[src/hdl/wss_pkg.sv]
package wss_pkg;

	localparam int unsigned MAX_ITEMS_DEF = 16;
	localparam int unsigned TOTAL_W = 21;
	localparam int unsigned DRAW_W = 16;
	localparam logic [31:0] HASH_SEED = 32'd1315423911;
	localparam logic [31:0] HASH_X0 = 32'd231232;
	localparam logic [31:0] HASH_Y0 = 32'd1232;
	localparam logic [4:0] ITEM_COUNT_RST = 5'd10;
	localparam logic [31:0] HASH_TAG_RST = 32'd3;

	localparam logic REG_ITEM_COUNT = 1'b0;
	localparam logic REG_HASH_TAG = 1'b1;

	localparam logic OP_WRITE = 1'b0;
	localparam logic OP_SELECT = 1'b1;

	// one step of the mix: x = (x - y - z) ^ shift(z)
	// shift amounts and directions for the nine steps of one mix
	function automatic logic [31:0] mix_shift(input logic [3:0] idx, input logic [31:0] v);
		logic [31:0] r;
		r = '0;
		case (idx)
			4'd0: r = v >> 13;
			4'd1: r = v << 8;
			4'd2: r = v >> 13;
			4'd3: r = v >> 12;
			4'd4: r = v << 16;
			4'd5: r = v >> 5;
			4'd6: r = v >> 3;
			4'd7: r = v << 10;
			4'd8: r = v >> 15;
			default: r = '0;
		endcase
		return r;
	endfunction

endpackage

[src/hdl/weighted_straw_select.sv]
// weighted_straw_select: straw-style weighted choice over a table of items.
// Slave channel s_axis_*: one beat is either a slot write (tuser = 0) or a
// selection (tuser = 1). A write stores id and weight into a slot and updates
// the running weight total; it produces no output beat. A selection walks
// slots 0..item_count-1; for each slot one shared 32-bit subtract/xor unit
// runs the 45 steps of the five rjenkins1 mixes, then one restoring divider
// produces floor(draw*weight/total) in 32 steps. The largest draw wins, the
// earliest slot on ties. Master channel m_axis_*: one beat per selection.
// A write leaves the block idle, so the next beat is taken right after.
// A selection runs per slot a load, 45 mix steps, a multiply, 32 divide
// steps and a compare, one step per cycle, and then presents its result.
// A zero-total selection goes straight from idle to the result beat.
// An item_count of 0 walks slot 0; a count above MAX_ITEMS walks MAX_ITEMS slots.
// s_axis_tready is low while an item is in work or the result beat waits.
// A stalled receiver holds the result in the output register; the block
// accepts no new beat until it is taken.
// Reset (arst_n low) clears the table to zero, the total to zero, item_count
// to 10 and hash_tag to 3. A zero total returns no_weight with zero fields.
// Configuration (cfg_we, cfg_index, cfg_data) must be written only while idle; the block itself does not enforce it.
module weighted_straw_select #(
	parameter int unsigned MAX_ITEMS = wss_pkg::MAX_ITEMS_DEF
) (
	input  logic        clk,
	input  logic        arst_n,
	input  logic        cfg_we,
	input  logic        cfg_index,
	input  logic [31:0] cfg_data,
	input  logic        s_axis_tvalid,
	output logic        s_axis_tready,
	// tdata: slot[3:0], item_id[35:4], item_weight[51:36], group_id[83:52], zero pad
	input  logic [87:0] s_axis_tdata,
	// tuser: opcode
	input  logic        s_axis_tuser,
	output logic        m_axis_tvalid,
	input  logic        m_axis_tready,
	// tdata: chosen_item[31:0], best_draw[47:32], no_weight[48], zero pad
	output logic [55:0] m_axis_tdata
);

	localparam int unsigned IW = (MAX_ITEMS > 1) ? $clog2(MAX_ITEMS) : 1;
	localparam int unsigned CW = $clog2(MAX_ITEMS + 1);
	localparam int unsigned TW = wss_pkg::TOTAL_W;
	localparam int unsigned PW = 32;   // draw * weight product width
	localparam int unsigned RW = TW + 1;

	typedef enum logic [6:0] {
		ST_IDLE  = 7'b0000001,
		ST_LOAD  = 7'b0000010,
		ST_MIX   = 7'b0000100,
		ST_MUL   = 7'b0001000,
		ST_DIV   = 7'b0010000,
		ST_CMP   = 7'b0100000,
		ST_OUT   = 7'b1000000
	} state_t;

	state_t state_q;

	// slot table and configuration
	logic [31:0]       ids_q [MAX_ITEMS];
	logic [15:0]       wts_q [MAX_ITEMS];
	logic [TW-1:0]     total_q;
	logic [4:0]        item_count_q;
	logic [31:0]       hash_tag_q;

	// selection working registers
	logic [31:0]       group_q;
	logic [IW-1:0]     idx_q;
	logic [CW-1:0]     n_q;
	logic [31:0]       ra_q, rb_q, rc_q, rh_q, rx_q, ry_q;
	logic [2:0]        mix_q;   // which of the five mixes
	logic [3:0]        step_q;  // step within a mix
	logic [PW-1:0]     prod_q;
	logic [RW-1:0]     rem_q;
	logic [5:0]        bit_q;
	logic [15:0]       best_q;
	logic [31:0]       best_id_q;
	logic              first_q;
	logic [55:0]       out_q;

	// beat fields
	logic [3:0]  in_slot;
	logic [31:0] in_id, in_group;
	logic [15:0] in_wt;
	logic [IW-1:0] wr_idx;
	assign in_slot  = s_axis_tdata[3:0];
	assign in_id    = s_axis_tdata[35:4];
	assign in_wt    = s_axis_tdata[51:36];
	assign in_group = s_axis_tdata[83:52];
	assign wr_idx   = IW'(in_slot);

	logic accept;
	assign s_axis_tready = (state_q == ST_IDLE);
	assign accept = s_axis_tvalid && s_axis_tready;
	assign m_axis_tvalid = (state_q == ST_OUT);
	assign m_axis_tdata = out_q;

	// mix operand routing: the three words of the current mix, as in hash3
	logic [31:0] m0, m1, m2, sx, sy, sz, snew;
	always_comb begin
		m0 = ra_q; m1 = rb_q; m2 = rh_q;
		case (mix_q)
			3'd0: begin m0 = ra_q; m1 = rb_q; m2 = rh_q; end
			3'd1: begin m0 = rc_q; m1 = rx_q; m2 = rh_q; end
			3'd2: begin m0 = ry_q; m1 = ra_q; m2 = rh_q; end
			3'd3: begin m0 = rb_q; m1 = rx_q; m2 = rh_q; end
			3'd4: begin m0 = ry_q; m1 = rc_q; m2 = rh_q; end
			default: begin m0 = ra_q; m1 = rb_q; m2 = rh_q; end
		endcase
		// step k updates word k%3 from the next two words in rotation
		case (step_q)
			4'd0, 4'd3, 4'd6: begin sx = m0; sy = m1; sz = m2; end
			4'd1, 4'd4, 4'd7: begin sx = m1; sy = m2; sz = m0; end
			default:          begin sx = m2; sy = m0; sz = m1; end
		endcase
		snew = (sx - sy - sz) ^ wss_pkg::mix_shift(step_q, sz);
	end

	logic [1:0] tgt;
	always_comb begin
		case (step_q)
			4'd0, 4'd3, 4'd6: tgt = 2'd0;
			4'd1, 4'd4, 4'd7: tgt = 2'd1;
			default:          tgt = 2'd2;
		endcase
	end

	// divider trial subtract
	logic [RW-1:0] rem_sh;
	logic [RW:0]   trial;
	assign rem_sh = {rem_q[RW-2:0], prod_q[PW-1]};
	assign trial  = {1'b0, rem_sh} - {2'b00, total_q};

	logic [PW-1:0] quot;
	assign quot = prod_q;

	logic [15:0] draw_sat;
	assign draw_sat = (quot > PW'(16'hffff)) ? 16'hffff : quot[15:0];

	logic [CW-1:0] n_eff;
	always_comb begin
		if (item_count_q == 5'd0)
			n_eff = CW'(1);
		else if (32'(item_count_q) > MAX_ITEMS)
			n_eff = CW'(MAX_ITEMS);
		else
			n_eff = CW'(item_count_q);
	end

	always_ff @(posedge clk or negedge arst_n) begin
		if (!arst_n) begin
			state_q <= ST_IDLE;
			total_q <= '0;
			item_count_q <= wss_pkg::ITEM_COUNT_RST;
			hash_tag_q <= wss_pkg::HASH_TAG_RST;
			for (int i = 0; i < MAX_ITEMS; i++) begin
				ids_q[i] <= '0;
				wts_q[i] <= '0;
			end
		end else begin
			if (cfg_we) begin
				if (cfg_index == wss_pkg::REG_ITEM_COUNT)
					item_count_q <= cfg_data[4:0];
				else
					hash_tag_q <= cfg_data;
			end
			case (state_q)
				ST_IDLE: begin
					if (accept) begin
						if (s_axis_tuser == wss_pkg::OP_WRITE) begin
							if (32'(in_slot) < MAX_ITEMS) begin
								total_q <= total_q - TW'(wts_q[wr_idx]) + TW'(in_wt);
								wts_q[wr_idx] <= in_wt;
								ids_q[wr_idx] <= in_id;
							end
						end else if (total_q == '0) begin
							out_q <= {7'd0, 1'b1, 48'd0};
							state_q <= ST_OUT;
						end else begin
							group_q <= in_group;
							n_q <= n_eff;
							idx_q <= '0;
							first_q <= 1'b1;
							state_q <= ST_LOAD;
						end
					end
				end
				ST_LOAD: begin
					// hash3(group, id, tag): a=group, b=id, c=tag
					ra_q <= group_q;
					rb_q <= ids_q[idx_q];
					rc_q <= hash_tag_q;
					rh_q <= wss_pkg::HASH_SEED ^ group_q ^ ids_q[idx_q] ^ hash_tag_q;
					rx_q <= wss_pkg::HASH_X0;
					ry_q <= wss_pkg::HASH_Y0;
					mix_q <= '0;
					step_q <= '0;
					state_q <= ST_MIX;
				end
				ST_MIX: begin
					// write back into the register behind the routed word
					if (tgt == 2'd2) begin
						rh_q <= snew;
					end else begin
						case (mix_q)
							3'd0: if (tgt == 2'd0) ra_q <= snew; else rb_q <= snew;
							3'd1: if (tgt == 2'd0) rc_q <= snew; else rx_q <= snew;
							3'd2: if (tgt == 2'd0) ry_q <= snew; else ra_q <= snew;
							3'd3: if (tgt == 2'd0) rb_q <= snew; else rx_q <= snew;
							3'd4: if (tgt == 2'd0) ry_q <= snew; else rc_q <= snew;
							default: ;
						endcase
					end
					if (step_q == 4'd8) begin
						step_q <= '0;
						if (mix_q == 3'd4)
							state_q <= ST_MUL;
						else
							mix_q <= mix_q + 3'd1;
					end else begin
						step_q <= step_q + 4'd1;
					end
				end
				ST_MUL: begin
					prod_q <= PW'(rh_q[15:0]) * PW'(wts_q[idx_q]);
					rem_q <= '0;
					bit_q <= '0;
					state_q <= ST_DIV;
				end
				ST_DIV: begin
					// restoring division, quotient bits shift into prod_q
					if (!trial[RW]) begin
						rem_q <= trial[RW-1:0];
						prod_q <= {prod_q[PW-2:0], 1'b1};
					end else begin
						rem_q <= rem_sh;
						prod_q <= {prod_q[PW-2:0], 1'b0};
					end
					if (bit_q == 6'(PW - 1))
						state_q <= ST_CMP;
					bit_q <= bit_q + 6'd1;
				end
				ST_CMP: begin
					if (first_q || draw_sat > best_q) begin
						best_q <= draw_sat;
						best_id_q <= ids_q[idx_q];
					end
					first_q <= 1'b0;
					if (32'(idx_q) + 32'd1 >= 32'(n_q)) begin
						state_q <= ST_OUT;
						if (first_q || draw_sat > best_q)
							out_q <= {7'd0, 1'b0, draw_sat, ids_q[idx_q]};
						else
							out_q <= {7'd0, 1'b0, best_q, best_id_q};
					end else begin
						idx_q <= idx_q + IW'(1);
						state_q <= ST_LOAD;
					end
				end
				ST_OUT: begin
					if (m_axis_tready)
						state_q <= ST_IDLE;
				end
				default: state_q <= ST_IDLE;
			endcase
		end
	end

	// a result beat always follows compare or an idle zero-total select
	a_out_entry: assert property (@(posedge clk) disable iff (!arst_n)
		$rose(m_axis_tvalid) |-> ($past(state_q) == ST_CMP || $past(state_q) == ST_IDLE))
		else $error("result beat from unexpected state");
	a_div_len: assert property (@(posedge clk) disable iff (!arst_n)
		(state_q == ST_CMP) |-> $past(state_q) == ST_DIV)
		else $error("compare without division");
	a_idx_range: assert property (@(posedge clk) disable iff (!arst_n)
		(state_q == ST_LOAD) |-> (CW'(idx_q) < n_q))
		else $error("slot index beyond count");
	a_hold: assert property (@(posedge clk) disable iff (!arst_n)
		(m_axis_tvalid && !m_axis_tready) |=> $stable(m_axis_tdata))
		else $error("result changed while stalled");

endmodule
[config.mk]
export PLATFORM = sky130hd
export DESIGN_NAME = weighted_straw_select
export DESIGN_NICKNAME = d
export VERILOG_FILES = /design/src/hdl/wss_pkg.sv /design/src/hdl/weighted_straw_select.sv
export SDC_FILE = /design/constraint.sdc
export NUM_CORES = 2
export LEC_CHECK = 0
export ABC_AREA = 1
export BUFFER_PORTS_ARGS = -buffer_cell sky130_fd_sc_hd__buf_2
export CORE_MARGIN = 3
export CORE_UTILIZATION = 29
export CTS_BUF_LIST = sky130_fd_sc_hd__clkbuf_8
export DETAILED_ROUTE_END_ITERATION = 10
export MAX_ROUTING_LAYER = met4
export PLACE_DENSITY = 0.44
export SLEW_MARGIN = 20
export SYNTH_ARGS = -nofsm -noshare
export SYNTH_HDL_FRONTEND = slang
export SYNTH_SLANG_ARGS = --single-unit
[constraint.sdc]
create_clock -name clk -period 10 [get_ports clk]
set_input_delay 1 -clock clk [delete_from_list [all_inputs] [get_ports clk]]
set_output_delay 1 -clock clk [all_outputs]
set_load 0.02 [all_outputs]
==> flow_summary.toml <==
[global_route]
grt_pass1_vias = 61400
grtUsageTotal_pct = 21.6
overflow = 0
antenna_found_initial = 9
grt_pass1_wl_um = 408000
grt_max_degree = 175

[setup_path]
crit_path_end_kind = "flop"
worstPathMaxFanout = 66
cp-start-kind = "flop"
crit_type = "reg2reg"
max_stage_delay_ns = 0.66
critPathBufInv = 8
cpMaxStageDelayCell = "edfxtp_1"
cp.required_ns = 10.75
cpLargestDelayFamily = "adder cells"
cp_common_cell = "nand2_1"
cp_data_arrival_time_ns = 9.29

[synthesis]
synth-main-ff-cell = "dfrtp_1"
yosys-top-cells-area = "dfrtp_1 28%, edfxtp_1 16%, nand2_1 12%"
netlist.area_leader.share_pct = 28.5
yosys_warnings = 0
netlist_instances = 8628
syn_area_um2 = 72700
yosysUniqueCellTypes = 70
yosysTopAreaCell = "dfrtp_1"
ys_seq_area_share_pct = 45.1
synth_edf_count = 397
ys_ff_latch = 1230
syn_area_per_cell_um2 = 8.43
async_flop_share_pct = 67.7

[place]
port_buffers = 173
dp_hpwl_um = 179000
post-place-ws_ns = 1.51
place_congestion = 0.909

[die]
die_w_um = 507
start_util_pct = 29.2
coreArea_um2 = 249000
pin_count = 185
die_area_um2 = 257000
die_height_um = 507
rows = 183

[timing]
setup_slack_ns = 1.45
finalCritPeriodShare_pct = 85.5
rsz0062_at_grt = "false"
tightest_slew_ns = 1.11
setup_violations = 0
holdWs_ns = 0.138
fin_skew_ns = 0.106
fmax_ghz = 0.117
finalCriticalPeriod_ns = 8.55
finalHoldViolations = 0
slew_violations = 0
final.setup.tns_ns = 0
relSlewSlack_pct = 25.7

[cts]
clk_pin_slew_ns = 0.06
cts_max_path_buffers = 3
post_cts_buffers = 0
numCtsBuffers = 224
cts-root-buf = "clkbuf_8"
cts_tree = "done"
cts_resized = 0
clk-insertion-delay-late_ns = 1.06
h-tree-depth = 4
cts.sinks = 1230

[cells_and_area]
fillCellCount = 26400
layout_common_cells = "2409 x nand2_1, 1069 x o21ai_0, 881 x inv_1, 828 x dfrtp_1, 460 x a21oi_1"
seq_area_um2 = 32800
largest_register_ffs = 512
layout-drive-gt1-share_pct = 9.29
largest-register = "ids_q"
syn2layout_area_growth_pct = 12.4
nNetsFinal = 9196
finalCoreUtilization_pct = 32.8
multi_input_area_um2 = 34900
layout_commonest_cell = "nand2_1"

[routing]
drc = 0
vias_per_cell = 5.10
vias = 61900
first_iter_violations = 5262
drt-wirelength-per-cell_um = 22.6
dr.pass1.iters = 6
wl_um = 274000
antenna_left = 0

[outcome]
outcome = "complete, no violations"

[worst_hold_path]
worst_hold_path_type = "in2reg"

[flow_run]
maxCapViolCount = 0
kinds of logic after synthesis:
kind of cell             Yosys count  synth area share (%)
AO/OA/AOI/OAI                   2200                  17.5
XOR/XNOR                         102                  1.23
adder cells (fa/ha/maj)          456                  10.4
buffers and inverters           1392                  7.49
flip-flops                      1230                  45.1
multiplexers                      23                 0.356
other                              1               0.00516
AND/OR/NAND/NOR                 3224                  18.0
cells in the mapped netlist (all sizes together) (27+ instances only):
cell and count:
nand3 264, nand4 67, or2 55, o211ai 89
inv 828, nor2 353, nor3 27, nand2 2428
clkbuf 409, buf 142, a22oi 94, o22ai 67
a221oi 29, dfrtp 828, o221ai 183, edfxtp 397
xor2 54, a31oi 87, o21ai 1118, fa 243
a21oi 463, xnor2 48, ha 213
worst reg2reg max path, delay by kind of cell (launching register included):
family / cells / cell delay [ns]
fa+ha+maj: 7 / 3.35
compound gates: 6 / 1.02
buf+inv: 8 / 1.61
flops: 1 / 0.66
simple gates: 11 / 1.67
final timing paths:
kind,from,endpoint,slack (ns),cells past startpoint
setup / recovery,idx_q[1],prod_q[26],1.45,32
hold / removal,s_axis_tdata[68],group_q[16],0.14,1
setup reg to reg,idx_q[1],prod_q[26],1.45,32
hold reg to reg,ids_q[28],ids_q[28],0.48,2
max in group asynchronous,arst_n,wts_q[187],6.90,5
min in group asynchronous,arst_n,ids_q[74],0.54,2
metal layers:
| layer | wire [um] | global-route usage [%] | part of all wire [%] | vias up |
|---|---|---|---|---|
| met5 | 0 | - | 0 | - |
| met4 | 9250 | 7.10 | 3.4 | 0 |
| met1 | 124000 | 28.6 | 45 | 30800 |
| li1 | - | - | - | 28900 |
| met2 | 128000 | 34.3 | 47 | 1793 |
| met3 | 12900 | 2.71 | 4.7 | 433 |
metrics by stage:
| stage | area [um^2] | instances |
|---|---|---|
| CTS | 81600 | 12100 |
| finish | 81700 | 12100 |
| global route | 81700 | 12100 |
| detailed placement | 76900 | 11700 |
| global placement | 76900 | 11700 |
| floorplan | 72700 | 8634 |
cell type report:
class / count / area share [%]
antenna: 10 / 0.0306
clock buffer: 276 / 4.65
clock inverter: 140 / 1.10
inverter: 841 / 3.90
multi-input combinational: 6012 / 42.7
sequential: 1230 / 40.1
tap: 3330 / 5.10
timing repair buffer: 304 / 2.43
repair_timing:
action	4_1_cts	5_1_grt
hold buffers	1	0
endpoints found under the hold margin	80	0
endpoints found under the setup margin	0	0
Power is not shown: default switching activity piles up to over one toggle a cycle in this logic, so the estimate is an artifact.
